<file path="config.mk">
export PLATFORM = sky130hd
export DESIGN_NAME = riscv_atomic_memory_unit_top_flat
export DESIGN_NICKNAME = d
export VERILOG_FILES = /design/src/sv/rvamo_pkg.sv /design/src/sv/rvamo_if.sv /design/src/sv/rvamo_ctrl.sv /design/src/sv/rvamo_dp.sv /design/src/sv/riscv_atomic_memory_unit_top.sv /design/src/flat_wrapper.sv
export SDC_FILE = /design/constraint.sdc
export NUM_CORES = 1
export LEC_CHECK = 0
export BUFFER_PORTS_ARGS = -buffer_cell sky130_fd_sc_hd__buf_4
export CAP_MARGIN = 20
export CORE_MARGIN = 2
export CORE_UTILIZATION = 32
export CTS_CLUSTER_DIAMETER = 50
export CTS_CLUSTER_SIZE = 40
export DETAILED_ROUTE_END_ITERATION = 7
export SLEW_MARGIN = 25
export SYNTH_ARGS = -nofsm -noshare
export SYNTH_HDL_FRONTEND = slang
export SYNTH_HIERARCHICAL = 1
export SYNTH_SLANG_ARGS = --single-unit
</file>
<file path="constraint.sdc">
create_clock -name i_clk -period 17.1 [get_ports i_clk]
set_clock_uncertainty 0.1 [all_clocks]
set_input_delay 3.42 -clock i_clk [delete_from_list [all_inputs] [get_ports i_clk]]
set_output_delay 3.42 -clock i_clk [all_outputs]
set_load 0.05 [all_outputs]
</file>
<file path="src/sv/rvamo_pkg.sv">
package rvamo_pkg;

    localparam int HART_COUNT = 4;

    // funct5 codes
    localparam logic [4:0] OP_ADD  = 5'h00;
    localparam logic [4:0] OP_SWAP = 5'h01;
    localparam logic [4:0] OP_LR   = 5'h02;
    localparam logic [4:0] OP_SC   = 5'h03;
    localparam logic [4:0] OP_XOR  = 5'h04;
    localparam logic [4:0] OP_OR   = 5'h08;
    localparam logic [4:0] OP_AND  = 5'h0C;
    localparam logic [4:0] OP_MIN  = 5'h10;
    localparam logic [4:0] OP_MAX  = 5'h14;
    localparam logic [4:0] OP_MINU = 5'h18;
    localparam logic [4:0] OP_MAXU = 5'h1C;

    // funct3 codes
    localparam logic [2:0] W_WORD   = 3'h2;
    localparam logic [2:0] W_DOUBLE = 3'h3;

    typedef enum logic [2:0] {
        TRAP_NONE      = 3'd0,
        TRAP_ILLEGAL   = 3'd1,
        TRAP_LD_MISAL  = 3'd2,
        TRAP_ST_MISAL  = 3'd3,
        TRAP_LD_FAULT  = 3'd4,
        TRAP_AMO_FAULT = 3'd5,
        TRAP_ST_FAULT  = 3'd6
    } t_trap;

    typedef struct packed {
        logic [4:0]  mode;
        logic [2:0]  width_code;
        logic [4:0]  rs2_index;
        logic [63:0] address;
        logic [63:0] operand_value;
        logic [1:0]  hart;
        logic [63:0] read_data;
        logic        load_fault;
        logic        store_fault;
    } t_req;

    typedef struct packed {
        logic        rd_write;
        logic [63:0] rd_value;
        logic        store_enable;
        logic [63:0] store_data;
        t_trap       trap_code;
    } t_rsp;

    typedef enum logic {
        S_IDLE = 1'b0,
        S_EXEC = 1'b1
    } t_state;

    typedef struct packed {
        logic load;
        logic exec;
    } t_dp_cmd;

    typedef struct packed {
        logic out_free;
    } t_dp_status;

endpackage

</file>
<file path="src/sv/rvamo_if.sv">
interface rvamo_req_if import rvamo_pkg::*; ();
    logic valid;
    logic ready;
    t_req data;

    modport source (output valid, output data, input ready);
    modport sink (input valid, input data, output ready);
endinterface

interface rvamo_rsp_if import rvamo_pkg::*; ();
    logic valid;
    logic ready;
    t_rsp data;

    modport source (output valid, output data, input ready);
    modport sink (input valid, input data, output ready);
endinterface

</file>
<file path="src/sv/rvamo_ctrl.sv">
module rvamo_ctrl import rvamo_pkg::*; (
    input  logic       i_clk,
    input  logic       i_rst_n,
    input  logic       i_req_valid,
    output logic       o_req_ready,
    input  t_dp_status i_status,
    output t_dp_cmd    o_cmd
);

    t_state r_state;
    t_state n_state;

    always_ff @(posedge i_clk) begin
        if (!i_rst_n) begin
            r_state <= S_IDLE;
        end else begin
            r_state <= n_state;
        end
    end

    always_comb begin
        n_state = r_state;
        unique case (r_state)
            S_IDLE: begin
                if (i_req_valid) begin
                    n_state = S_EXEC;
                end
            end
            S_EXEC: begin
                if (i_status.out_free) begin
                    n_state = S_IDLE;
                end
            end
            default: n_state = S_IDLE;
        endcase
    end

    always_comb begin
        o_req_ready = 1'b0;
        o_cmd       = '0;
        unique case (r_state)
            S_IDLE: begin
                o_req_ready = 1'b1;
                o_cmd.load  = i_req_valid;
            end
            S_EXEC: begin
                o_cmd.exec = i_status.out_free;
            end
            default: ;
        endcase
    end

endmodule

</file>
<file path="src/sv/rvamo_dp.sv">
module rvamo_dp import rvamo_pkg::*; (
    input  logic       i_clk,
    input  logic       i_rst_n,
    input  t_dp_cmd    i_cmd,
    output t_dp_status o_status,
    input  t_req       i_req,
    output logic       o_rsp_valid,
    input  logic       i_rsp_ready,
    output t_rsp       o_rsp
);

    logic [63:0]           r_res_addr [HART_COUNT];
    logic [HART_COUNT-1:0] r_res_valid;
    logic [HART_COUNT-1:0] r_match;
    t_req                  r_req;
    logic                  r_out_valid;
    t_rsp                  r_out;

    logic [HART_COUNT-1:0] n_match;
    logic                  word;
    logic                  has_entry;
    logic                  misaligned;
    logic                  known;
    logic                  lt;
    logic [63:0]           old;
    logic [63:0]           lhs;
    logic [63:0]           rhs;
    logic [63:0]           key_l;
    logic [63:0]           key_r;
    logic [63:0]           nv;
    logic [63:0]           st_val;
    t_rsp                  res;
    logic                  set_own;
    logic                  clr_own;
    logic                  clr_match;

    // address match against the table, taken when the transaction is accepted
    always_comb begin
        for (int i = 0; i < HART_COUNT; i++) begin
            n_match[i] = r_res_valid[i] && (r_res_addr[i] == i_req.address);
        end
    end

    always_ff @(posedge i_clk) begin
        if (i_cmd.load) begin
            r_req   <= i_req;
            r_match <= n_match;
        end
    end

    assign word       = (r_req.width_code == W_WORD);
    assign has_entry  = (int'(r_req.hart) < HART_COUNT);
    assign misaligned = word ? (r_req.address[1:0] != 2'b00)
                             : (r_req.address[2:0] != 3'b000);

    assign old = word ? {{32{r_req.read_data[31]}}, r_req.read_data[31:0]}
                      : r_req.read_data;
    assign lhs = word ? {32'd0, r_req.read_data[31:0]} : r_req.read_data;
    assign rhs = word ? {32'd0, r_req.operand_value[31:0]} : r_req.operand_value;

    // one unsigned compare serves both orders: signed keys get the sign bit flipped
    always_comb begin
        logic sgn;
        sgn = (r_req.mode == OP_MIN) || (r_req.mode == OP_MAX);
        if (word && sgn) begin
            key_l = {{32{r_req.read_data[31]}}, r_req.read_data[31:0]};
            key_r = {{32{r_req.operand_value[31]}}, r_req.operand_value[31:0]};
        end else begin
            key_l = lhs;
            key_r = rhs;
        end
        key_l[63] = key_l[63] ^ sgn;
        key_r[63] = key_r[63] ^ sgn;
    end

    assign lt = (key_l < key_r);

    always_comb begin
        known = 1'b1;
        nv    = '0;
        unique case (r_req.mode)
            OP_SWAP: nv = rhs;
            OP_ADD:  nv = lhs + rhs;
            OP_XOR:  nv = lhs ^ rhs;
            OP_OR:   nv = lhs | rhs;
            OP_AND:  nv = lhs & rhs;
            OP_MIN,
            OP_MINU: nv = lt ? lhs : rhs;
            OP_MAX,
            OP_MAXU: nv = lt ? rhs : lhs;
            default: known = 1'b0;
        endcase
    end

    assign st_val = word ? {32'd0, nv[31:0]} : nv;

    always_comb begin
        logic sc_ok;
        sc_ok     = has_entry && r_match[r_req.hart];
        res       = '0;
        set_own   = 1'b0;
        clr_own   = 1'b0;
        clr_match = 1'b0;
        priority if (r_req.width_code != W_WORD && r_req.width_code != W_DOUBLE) begin
            res.trap_code = TRAP_ILLEGAL;
        end else if (misaligned) begin
            res.trap_code = (r_req.mode == OP_LR) ? TRAP_LD_MISAL : TRAP_ST_MISAL;
        end else if (r_req.mode == OP_LR) begin
            priority if (r_req.rs2_index != 5'd0) begin
                res.trap_code = TRAP_ILLEGAL;
            end else if (r_req.load_fault) begin
                res.trap_code = TRAP_LD_FAULT;
            end else begin
                set_own      = has_entry;
                res.rd_write = 1'b1;
                res.rd_value = old;
            end
        end else if (r_req.mode == OP_SC) begin
            if (sc_ok && r_req.store_fault) begin
                res.trap_code = TRAP_ST_FAULT;
            end else begin
                clr_own      = has_entry;
                res.rd_write = 1'b1;
                res.rd_value = sc_ok ? 64'd0 : 64'd1;
                if (sc_ok) begin
                    res.store_enable = 1'b1;
                    res.store_data   = word ? {32'd0, r_req.operand_value[31:0]}
                                            : r_req.operand_value;
                end
            end
        end else begin
            priority if (r_req.load_fault) begin
                res.trap_code = TRAP_AMO_FAULT;
            end else if (!known) begin
                res.trap_code = TRAP_ILLEGAL;
            end else if (r_req.store_fault) begin
                res.trap_code = TRAP_ST_FAULT;
            end else begin
                clr_match        = 1'b1;
                res.rd_write     = 1'b1;
                res.rd_value     = old;
                res.store_enable = 1'b1;
                res.store_data   = st_val;
            end
        end
    end

    // reservation table
    always_ff @(posedge i_clk) begin
        if (i_cmd.exec && set_own) begin
            r_res_addr[r_req.hart] <= r_req.address;
        end
    end

    always_ff @(posedge i_clk) begin
        if (!i_rst_n) begin
            r_res_valid <= '0;
        end else if (i_cmd.exec) begin
            for (int i = 0; i < HART_COUNT; i++) begin
                if ((set_own || clr_own) && (int'(r_req.hart) == i)) begin
                    r_res_valid[i] <= set_own;
                end else if (clr_match && r_match[i]) begin
                    r_res_valid[i] <= 1'b0;
                end
            end
        end
    end

    // output register
    always_ff @(posedge i_clk) begin
        if (!i_rst_n) begin
            r_out_valid <= 1'b0;
        end else if (i_cmd.exec) begin
            r_out_valid <= 1'b1;
        end else if (i_rsp_ready) begin
            r_out_valid <= 1'b0;
        end
    end

    always_ff @(posedge i_clk) begin
        if (i_cmd.exec) begin
            r_out <= res;
        end
    end

    assign o_status.out_free = !r_out_valid || i_rsp_ready;
    assign o_rsp_valid       = r_out_valid;
    assign o_rsp             = r_out;

endmodule

</file>
<file path="src/sv/riscv_atomic_memory_unit_top.sv">
// RISC-V A-extension unit: takes one LR, SC or AMO instruction per transaction, together
// with the memory read data and fault flags for its address, and returns the rd write,
// the store to memory and a trap code. Each instruction is first registered and its address
// matched against the per-hart reservation table; then the checks and the AMO operation are
// evaluated and the table is updated. Instructions are handled one at a time; a finished
// result sits in an output register, so the next instruction is taken while it waits, and
// execution stalls only when that register is full and its result is not being accepted.
// Reservations are cleared by reset.
module riscv_atomic_memory_unit_top import rvamo_pkg::*; (
    input  logic        i_clk,
    input  logic        i_rst_n,
    rvamo_req_if.sink   i_req,
    rvamo_rsp_if.source o_rsp
);

    t_dp_cmd    cmd;
    t_dp_status status;

    rvamo_ctrl u_ctrl (
        .i_clk       (i_clk),
        .i_rst_n     (i_rst_n),
        .i_req_valid (i_req.valid),
        .o_req_ready (i_req.ready),
        .i_status    (status),
        .o_cmd       (cmd)
    );

    rvamo_dp u_dp (
        .i_clk       (i_clk),
        .i_rst_n     (i_rst_n),
        .i_cmd       (cmd),
        .o_status    (status),
        .i_req       (i_req.data),
        .o_rsp_valid (o_rsp.valid),
        .i_rsp_ready (o_rsp.ready),
        .o_rsp       (o_rsp.data)
    );

endmodule
</file>
<file path="src/flat_wrapper.sv">
// flat-port wrapper written by rule: the top's interface ports become plain ports
module riscv_atomic_memory_unit_top_flat import rvamo_pkg::*;
  (i_clk, i_rst_n, i_req_valid, i_req_data, i_req_ready, o_rsp_valid, o_rsp_data, o_rsp_ready);
  rvamo_req_if i_req_i ();
  rvamo_rsp_if o_rsp_i ();
  input  logic i_clk;
  input  logic i_rst_n;
  input wire logic [$bits(i_req_i.valid)-1:0] i_req_valid;
  input wire logic [$bits(i_req_i.data)-1:0] i_req_data;
  output wire logic [$bits(i_req_i.ready)-1:0] i_req_ready;
  output wire logic [$bits(o_rsp_i.valid)-1:0] o_rsp_valid;
  output wire logic [$bits(o_rsp_i.data)-1:0] o_rsp_data;
  input wire logic [$bits(o_rsp_i.ready)-1:0] o_rsp_ready;
  assign i_req_i.valid = i_req_valid;
  assign i_req_i.data = i_req_data;
  assign i_req_ready = i_req_i.ready;
  assign o_rsp_valid = o_rsp_i.valid;
  assign o_rsp_data = o_rsp_i.data;
  assign o_rsp_i.ready = o_rsp_ready;
  riscv_atomic_memory_unit_top u_core (.i_clk(i_clk), .i_rst_n(i_rst_n), .i_req(i_req_i), .o_rsp(o_rsp_i));
endmodule
</file>
; ---- Yosys cells after proc, flatten, opt, wreduce, memory -nomap -nowiden
; Memory sizes are Yosys's and may differ from the RTL's.
; Index checks and enable logic that the tools add are counted.
[op_classes]
n_bitwise = 6
muxes = 67
magnitude_cmp = 2
reduce_logical = 39
eq_ne = 20
addsub = 1
[op_table]
columns = op, count
row1 = $mux W130, 4
row2 = $mux W64, 8
row3 = $pmux W64 S7, 1
row4 = $mux W65, 4
row5 = $eq A64 B64 Y1, 4
row6 = $mux W133, 1
row7 = $add A64 B64 Y64, 1
row8 = $and A64 B64 Y64, 1
row9 = $lt A64 B64 Y1, 1
row10 = $or A64 B64 Y64, 1
row11 = $xor A64 B64 Y64, 1
row12 = $mux W1, 39
row13 = $mux W3, 8
row14 = $eq A5 B5 Y1 const B, 4
row15 = $logic_and A1 B1 Y1, 16
row16 = $reduce_bool A2 Y1, 6
row17 = $eq A5 B2 Y1 const B, 2
row18 = $eq A5 B4 Y1 const B, 2
row19 = $reduce_or A9 Y1, 1
row20 = $reduce_and A2 Y1, 4
row21 = $ne A3 B2 Y1 const B, 2
row22 = $reduce_or A2 Y1, 3
row23 = $eq A5 B1 Y1 const B, 1
row24 = $eq A5 B3 Y1 const B, 1
row25 = 15 further kinds, 19
[totals]
output_inout_bits = 135
regBits = 352
elab_cells = 157
ramBits = 256
mem_count = 1
input_bits = 213
[mem_list]
columns = name, depth, width, read_ports, rd_clocked_by_memory_dff, write_ports, line
row1 = u_core.u_dp.r_res_addr, 4, 64, 4, 0, 1, rvamo_dp.sv:12  ; logic [63:0] r_res_addr [HART_COUNT];

; ---- Longest topological paths before layout
; Gate-level depths: netlist of the first run.
[logic_depth]
ltp_word = 15
ltp_mapped = 22
mapped_depth_nobuf = 17

; ---- Cells and area by module
; The synthesis of the first run kept the hierarchy.
[modules_own_cells]
columns = module, area_per_inst_um2, n_inst, cells_per_inst, seq_area_each_um2
row1 = rvamo_dp, 31768.0, 1, 2744, 18177.4
row2 = rvamo_ctrl, 50.0, 1, 6, 20.0

; ---- Worst setup path after synthesis of the first run
; OpenSTA, ideal clock, no wires.
[synth_timing]
kind = input port to flip-flop
from = in i_req_valid
to = reg u_core.u_ctrl.r_state
path_slack_ns = 3.531
t_required_ns = 16.898
arrival_time_ns = 13.367
path_buffers = 0
setup_time_ns = 0.102
cell_stages = 2
cell_sequence = nor2b_1 > o21a_1
[synth_between]
elab_chain_len = 2
[synth_lines]
columns = element, line
row1 = from (decl), flat_wrapper.sv:8  ; input wire logic [$bits(i_req_i.valid)-1:0] i_req_valid;
row2 = $mux W1, rvamo_ctrl.sv:25  ; if (i_req_valid) begin
row3 = $pmux W1 S2, rvamo_ctrl.sv:23  ; unique case (r_state)
row4 = to (signal assigned), rvamo_ctrl.sv:17  ; r_state <= n_state;
row5 = to (decl), rvamo_ctrl.sv:10  ; t_state r_state;
; No other way between the ends.
; A chain may end at the register's enable or synchronous reset.

; ---- Worst setup path after layout of the first run
[layout_timing]
from = reg u_core/u_dp/r_req[204] (netlist name)
to = reg u_core.u_dp.r_out, in the netlist u_core/u_dp/o_rsp[61], data pin
[layout_between]
elab_chain_len = 13
elab_cells_between_ends = 31
cone_classes = order compare: 1 / eq/ne: 10 / mux: 11 / bitwise: 2 / reduce/logical: 7
[layout_lines]
columns = element, line
row1 = from (decl), rvamo_dp.sv:15  ; t_req r_req;
row2 = from (signal assigned), rvamo_dp.sv:46  ; r_req <= i_req;
row3 = $eq A5 B5 Y1, "rvamo_dp.sv:64, rvamo_dp.sv:81"
row4 = $logic_or A1 B1 Y1, rvamo_dp.sv:64  ; sgn = (r_req.mode == OP_MIN) || (r_req.mode == OP_MAX);
row5 = $logic_and A1 B1 Y1, rvamo_dp.sv:65  ; if (word && sgn) begin
row6 = $mux W64, rvamo_dp.sv:65
row7 = $xor A1 B1 Y1 (on tied branches), "rvamo_dp.sv:72, rvamo_dp.sv:73"
row8 = $lt A64 B64 Y1, rvamo_dp.sv:76  ; assign lt = (key_l < key_r);
row9 = $mux W64 (on tied branches), "rvamo_dp.sv:90, rvamo_dp.sv:88"
row10 = $pmux W64 S7, rvamo_dp.sv:81  ; unique case (r_req.mode)
row11 = $mux W64, rvamo_dp.sv:95  ; assign st_val = word ? {32'd0, nv[31:0]} : nv;
row12 = $mux W130, rvamo_dp.sv:136  ; end else if (r_req.store_fault) begin
row13 = $mux W130, rvamo_dp.sv:134  ; end else if (!known) begin
row14 = $mux W130, rvamo_dp.sv:132  ; priority if (r_req.load_fault) begin
row15 = $mux W133, rvamo_dp.sv:118  ; end else if (r_req.mode == OP_SC) begin
row16 = to (signal assigned), rvamo_dp.sv:182  ; r_out <= res;
row17 = to (decl), rvamo_dp.sv:17  ; t_rsp r_out;
; Parallel ways exist; a longest one is shown, timed or not.

==> impl_results.md, run 1 <==
- NetSw: roughly 1.2 mW
- Switching Share: 28.8%
- Pleak: around 15 nW
- Initial Utilization: 32.3%
- GRT Total Usage: slightly above 20%
- Power Dens Cells: between 100 and 150 nW/um^2
- CTS buffer count: 83
- Seq pwr share: ~42%
- Die extent in y: ~320 um
- EDFF count, synth: around 600
- Worst-Skew Late Latency: around 0.7 ns
- DRT antenna net count: 0
- Die ar.: around 100000 um^2
- Critical path peak fanout: 31
- Crit Path Class: register to register
- # DRC: 0
- GR Overflow Total: 0
- CTS tree: built
- Largest net degree at the start of global routing: ~130
- FFs w/ async S/R, synth: 0%
- Core ar.: approximately 100000 um^2
- Synth warn: 6
- CP arrival: approximately 6.4 ns
- Hold WS: 0.396 ns
- H-tree depth: 3
- Vias per cell: approximately 5.4
- CTS clock-pin slew for the worst setup and hold paths: roughly 0.07 ns
- Max-cap violation count: 0
- Post-Syn Area: approximately 32000 um^2
- Root Buffer Master: clkbuf_16
- CTS Hold Bufs: 0
- Clk network pwr share: between 40% and 50%
- Outcome: finished clean
- Clk sink count: 608
- Worst min path class: register to register
- Layout cells sized above 1: between 10% and 20%
- WL final: between 100 and 150 mm
- Post-synthesis net count: approximately 3200
- Die W: around 320 um
- Sequential-to-total area share from yosys stat: between 50% and 60%
- I/O Pins: between 300 and 400
- Crit. End Element: register
- Final hold violation count: 0
- First-pass GRT wire length: between 150 and 200 mm
- Distinct cell type count after synthesis: approximately 80
- Combinational power share: roughly an eighth
- I/O Buffers: 347
- Layout area overhead: 21.9%
- Final TNS setup: 0 ns
- Wirelength per Cell: ~24 um
- Detail Placement HPWL: about 76 mm
- Worst IR Drop VDD: about 0.087 mV
- # setup viols final: 0
- Slew @ Worst Pin: slightly above 1 ns
- Vias: 23865
- Slew Limit Fails: 0
- Slew margin rel.: 31.8%
- Fmax: between 0.15 and 0.2 GHz
- CP Launch Type: register
- # Post-CTS Setup Buffers: 0
- Yosys reg bits: roughly 610
- Avg Cell Area, Syn: 11.6 um^2
- Drt initial violations: between 2000 and 2500
- Syn Inst Count: 2750
- CP required: between 15 and 20 ns
- Minimum clock period: 6.10 ns
- Internal power: 2.93 mW
- RD Place Congestion: approximately 0.9
- # rows: ~120
- 1st-pass router iterations: 6
- Initial antenna violation count: 6
- Commonest register cell after synthesis: edfxtp_1
- Period utilisation layout: a little over a third
- Vias in the first global route: approximately 23000
- RSZ-0062 raised after global routing: no
- Post-CTS Resized: 0
- Clk buf depth: 3
- # nets final: roughly 3500
==> path summary, 6_finish.rpt <==
kind / startpoint / endpoint / slack [ns] / depth (start not counted)
max: u_core/u_dp/r_req[204] / u_core/u_dp/o_rsp[61] / 11.00 / 18
min: u_core/u_dp/r_req[144] / u_core/u_dp/r_res_addr[0][12] / 0.40 / 0
max reg2reg: u_core/u_dp/r_req[204] / u_core/u_dp/o_rsp[61] / 11.00 / 18
min reg2reg: u_core/u_dp/r_req[144] / u_core/u_dp/r_res_addr[0][12] / 0.40 / 0
==> cell usage after synthesis (35+ instances only) <==
cell type    n  area [um^2]
nand4_1     65          407
nand2_1    234          878
xnor2_1    129         1130
nor3_1      81          405
a22o_1      71          622
nor2_1     133          499
a221oi_1    41          359
a21oi_1    215         1080
xor2_1     101          885
o21ai_0    138          691
a21o_1      35          263
clkbuf_1   106          398
inv_1      213          800
nor4_1      45          282
edfxtp_1   602        18100
ha_1       192         2400
==> final cells by class <==
| class | count | area, um^2 |
|---|---|---|
| fillers | 9519 | 59600 |
| flip-flops and latches | 608 | 18200 |
| multi-input cells | 1782 | 12300 |
| repair buffers | 376 | 2860 |
| clock buffers | 87 | 2090 |
| well taps | 1287 | 1610 |
| clock inverters | 66 | 915 |
| inverters | 213 | 800 |
| diodes | 1 | 2.50 |
==> cells in the final DEF, fill, tap and decap left out, types with 8 or more instances in the layout <==
| cell | n |
|---|---|
| a211oi_1 | 11 |
| a21o_1 | 35 |
| a21oi_1 | 214 |
| a221oi_1 | 41 |
| a22o_1 | 71 |
| a22oi_1 | 9 |
| and2_1 | 9 |
| and3_1 | 9 |
| buf_4 | 374 |
| clkbuf_16 | 83 |
| clkinv_8 | 14 |
| edfxtp_1 | 602 |
| ha_1 | 192 |
| inv_1 | 213 |
| inv_6 | 11 |
| inv_8 | 8 |
| nand2_1 | 234 |
| nand2b_1 | 9 |
| nand3_1 | 27 |
| nand4_1 | 65 |
| nor2_1 | 129 |
| nor2b_1 | 14 |
| nor3_1 | 77 |
| nor4_1 | 44 |
| o211ai_1 | 12 |
| o21a_1 | 11 |
| o21ai_0 | 138 |
| o21bai_1 | 15 |
| o221ai_1 | 20 |
| o22ai_1 | 33 |
| o2bb2ai_1 | 12 |
| xnor2_1 | 129 |
| xor2_1 | 101 |
==> flip-flops by register name (all words and copies together) (netlist names) <==
name,count
u_core/u_dp/o_rsp,133
u_core/u_dp/r_res_valid,4
u_core/u_dp/o_rsp_valid,1
u_core/u_dp/r_res_addr,256
u_core/u_dp/r_req,209
u_core/u_dp/r_match,4
u_core/u_ctrl/r_state,1
==> worst max-delay path: stages (launching register included) <==
cell,delay [ns]
edfxtp_1,0.58
nor2_1,0.42
nand2_1,0.29
nor2_1,0.31
nand3_2,0.57
nand2_1,0.23
ha_1,0.28
a21oi_1,0.17
o21ai_0,0.11
a221o_1,0.32
or2_2,0.31
or3_1,0.34
o21ba_2,0.23
nand2_2,0.12
o21ai_1,0.12
a21oi_4,0.58
buf_4,0.35
nor2_1,0.05
or3_1,0.34
==> metrics by stage <==
stage / power (mW) / area, um^2 / std cells / worst slack [ns] / utilization, %
CTS: 4.16 / 38700 / 4418 / 10.39 / 39.4
global route: 4.26 / 38800 / 4419 / 10.59 / 39.4
detailed placement: 2.30 / 35700 / 4265 / 10.37 / 36.3
floorplan: 2.10 / 31800 / 2750 / 3.53 / -
global placement: 2.30 / 35700 / 4265 / 10.67 / 36.3
finish: 4.12 / 38800 / 4420 / 11.00 / 39.4
==> per-layer routing <==
metal	GRT usage [%]	up-vias	share of wire [%]
li1	-	10833	-
met1	26.5	11733	42
met2	32.7	1114	47
met3	4.53	173	8.2
met4	6.58	12	3.1
met5	0	-	0.066
==> cell families after synthesis <==
family                   Yosys count  share of synthesized area, %
multiplexers                       4                         0.165
flip-flops                       608                          57.2
AND/OR/NAND/NOR                  657                          9.71
buffers and inverters            360                          4.43
adder cells (fa/ha/maj)          193                          7.61
AO/OA/AOI/OAI                    698                          14.6
XOR/XNOR                         230                          6.33
==> power groups by stage <==
stage	sequential [mW]	clock, mW	combinational [mW]
floorplan	1.82	0	0.287
global placement	1.76	0	0.538
detailed placement	1.76	0	0.540
CTS	1.73	1.88	0.543
global route	1.74	1.93	0.589
finish	1.73	1.84	0.546
(Power assumes the default switching activity.)
==> run 2: changes to the inputs <==
==> constraint.sdc (replaced) <==
create_clock -name i_clk -period 5.26 [get_ports i_clk]
set_clock_uncertainty 0.1 [all_clocks]
set_input_delay 1.052 -clock i_clk [delete_from_list [all_inputs] [get_ports i_clk]]
set_output_delay 1.052 -clock i_clk [all_outputs]
set_load 0.05 [all_outputs]
==> run 2 against run 1 <==
- sequential share of layout area grew 0.12 points
- final area is 0.26% lower
- via count up 0.20%
- largest cell class unchanged
- largest power group is now sequential cells
- first-iteration DRC count grew 2.8%
- highest routed layer unchanged
- worst hold slack better by 0.0079 ns
==> impl_results.md, run 2 (same netlist as run 1, synthesis figures left out) <==
- I/O Buffers: 347 (unchanged)
- Die ar.: 102000 um^2 (unchanged)
- Wirelength per Cell: 24.2 um (+0.84%)
- Finished Cell Area: 38700 um^2 (-0.26%)
- Initial antenna violation count: 11 (+5)
- Largest net degree at the start of global routing: 140 (+6.9%)
- CP arrival: 5.15 ns (-1.28 ns)
- Ordered cell list for the critical path: nor2b_1 > nand2b_2 > buf_12 > nand2_1 > ha_1 > nand2_1 > o21bai_1 > a211oi_1 > o311ai_1 > o22ai_1 > o31a_1 > o31ai_2 > a21oi_1 > nand3_1 > a21oi_1 > or3_1
- Crit path max-delay cell type: ha_1
- Vias: 23913 (+0.20%)
- Most flop-heavy register: u_core/u_dp/r_res_addr
- Die extent in y: 319 um (unchanged)
- # Post-CTS Setup Buffers: 0 (unchanged)
- CTS buffer count: 79 (-4.8%)
- GRT Total Usage: 20.5% (+0.42 points)
- CTS Hold Bufs: 0 (unchanged)
- Reg-to-reg setup timing slack: 0.39 ns (-10.61 ns)
- Multi-input gate area: 12300 um^2 (unchanged)
- DP Area: 36000 um^2 (+0.70%)
- Period utilisation layout: 92.6% (+57 points)
- Clk buf depth: 3 (unchanged)
- Most common cell after layout, fill and taps aside: edfxtp_1
- Power Dens Cells: 335 nW/um^2 (+210%)
- Final hold violation count: 0 (unchanged)
- Sequential Area: 18200 um^2 (unchanged)
- Initial Utilization: 32.3% (unchanged)
- Reg2reg start: u_core/u_dp/r_req[202]
- CTS tree: built
- Crit Path Class: register to register
- Clk sink count: 608 (unchanged)
- CTS clock-pin slew for the worst setup and hold paths: 0.07 ns (about the same)
- Pre-CTS WS: 0.359 ns (-10.01 ns)
- Max reg flops: 256 (unchanged)
- Slew Limit Fails: 0 (unchanged)
- Slew margin rel.: 33.3% (+1.5 points)
- Crit. End Element: register
- # setup viols final: 0 (unchanged)
- Worst min path class: register to register
- Fmax: 0.205 GHz (+25%)
- Max-cap violation count: 0 (unchanged)
- CP startpoint: u_core/u_dp/r_req[202]
- Commonest non-fill, non-tap cells in the layout: edfxtp_1 (602), buf_4 (386), nand2_1 (234)
- Hold WS: 0.404 ns (+0.00788 ns)
- Vias in the first global route: 23137 (+1.3%)
- CP max stage delay: 0.51 ns (-0.07 ns)
- Worst R2R Path Depth: 16 (-2)
- Worst setup path end: u_core/u_dp/o_rsp[61]
- Minimum clock period: 4.87 ns (-1.23 ns)
- Die W: 319 um (unchanged)
- Reg-to-reg critical path endpoint: u_core/u_dp/o_rsp[61]
- Setup ws final: 0.390 ns (-10.61 ns)
- Number of fill cells: 9473 (-0.48%)
- Layout cells sized above 1: 18.1% (+0.29 points)
- DRT antenna net count: 0 (unchanged)
- Drt initial violations: 2350 (+2.8%)
- Outcome: finished clean
- H-tree depth: 3 (unchanged)
- CP Launch Type: register
- Slew @ Worst Pin: 1.00 ns (-0.0219 ns)
- RD Place Congestion: 0.939 (+2.6%)
- Final core utilization: 39.3% (-0.10 points)
- Pleak: 14.7 nW (-0.46%)
- # nets final: 3485 (+0.43%)
- CP required: 5.54 ns (-11.88 ns)
- I/O Pins: 348 (unchanged)
- WL final: 107 mm (+1.1%)
- Root Buffer Master: clkbuf_16
- Critical path peak fanout: 52 (+68%)
- Design Power: 12.9 mW (+210%)
- Detail Placement HPWL: 77.3 mm (+2.1%)
- Core ar.: 98400 um^2 (unchanged)
- # rows: 115 (unchanged)
- Worst IR Drop VDD: 0.294 mV (+240%)
- Layout area overhead: 21.5%
- GR Overflow Total: 0 (unchanged)
- Vias per cell: 5.40 (about the same)
- RSZ-0062 raised after global routing: no
- First-pass GRT wire length: 156 mm (+2.0%)
- 1st-pass router iterations: 7 (+1)
- Worst-Skew Late Latency: 0.65 ns (-0.03 ns)
- # DRC: 0 (unchanged)
[run 2: cell types whose count changed in the layout (fill, tap and decap cells not counted), sizes merged]
cell,change
buf,+19
bufinv,-3
clkbuf,+1
clkinv,-17
clkinvlp,+11
diode,+1
[run 2: worst max-delay path, delay by kind of cell, from the launching register on]
kind	cells	cell delay (ns)
compound gates	8	2.01
simple gates	6	1.33
fa+ha+maj	1	0.51
flops	1	0.39
buf+inv	1	0.27
[run 2: repair_timing]
item                                    4_1_cts  5_1_grt
hold endpoints to repair                      0        0
endpoints found under the setup margin        0        1
resized for setup                             0        2
[run 2: layout make-up]
class                   instances  area share (%)
clock inverters                57            1.61
inverters                     213            2.07
well taps                    1287            4.16
repair buffers                395            7.95
clock buffers                  88            5.33
multi-input cells            1782            31.8
flip-flops and latches        608            47.1
diodes                          2          0.0129
[run 2: power by group]
group / leakage, nW / internal, mW / switching (mW)
Clock: 1.28 / 3.14 / 2.37
Combinational: 7.88 / 0.616 / 1.18
Sequential: 5.52 / 5.51 / 0.127
[run 2: worst min path at each step]
| stage | to | cells after the start | start |
|---|---|---|---|
| after floorplan | u_core/u_dp/r_res_addr[0][10] | 0 | u_core/u_dp/r_req[142] |
| after global placement | u_core/u_dp/r_res_addr[1][62] | 0 | u_core/u_dp/r_req[194] |
| after detailed placement | u_core/u_dp/r_res_addr[1][11] | 0 | u_core/u_dp/r_req[143] |
| after CTS | u_core/u_dp/r_res_addr[0][32] | 0 | u_core/u_dp/r_req[164] |
| after global routing | u_core/u_dp/r_res_addr[3][26] | 0 | u_core/u_dp/r_req[158] |
| final | u_core/u_dp/r_res_addr[2][12] | 0 | u_core/u_dp/r_req[144] |
[run 2: stage by stage]
stage	std cells	setup TNS [ns]
CTS	4430	0
finish	4432	0
global route	4430	0
detailed placement	4285	0
floorplan	2750	-133.62
global placement	4284	0
[run 2: per-layer routing]
metal / routed length, um / vias up / track usage [%]
met1: 45200 / 11778 / 27.3
met5: 76 / - / 0
met2: 49900 / 1068 / 32.9
met3: 8500 / 198 / 4.51
li1: - / 10855 / -
met4: 3680 / 14 / 7.40
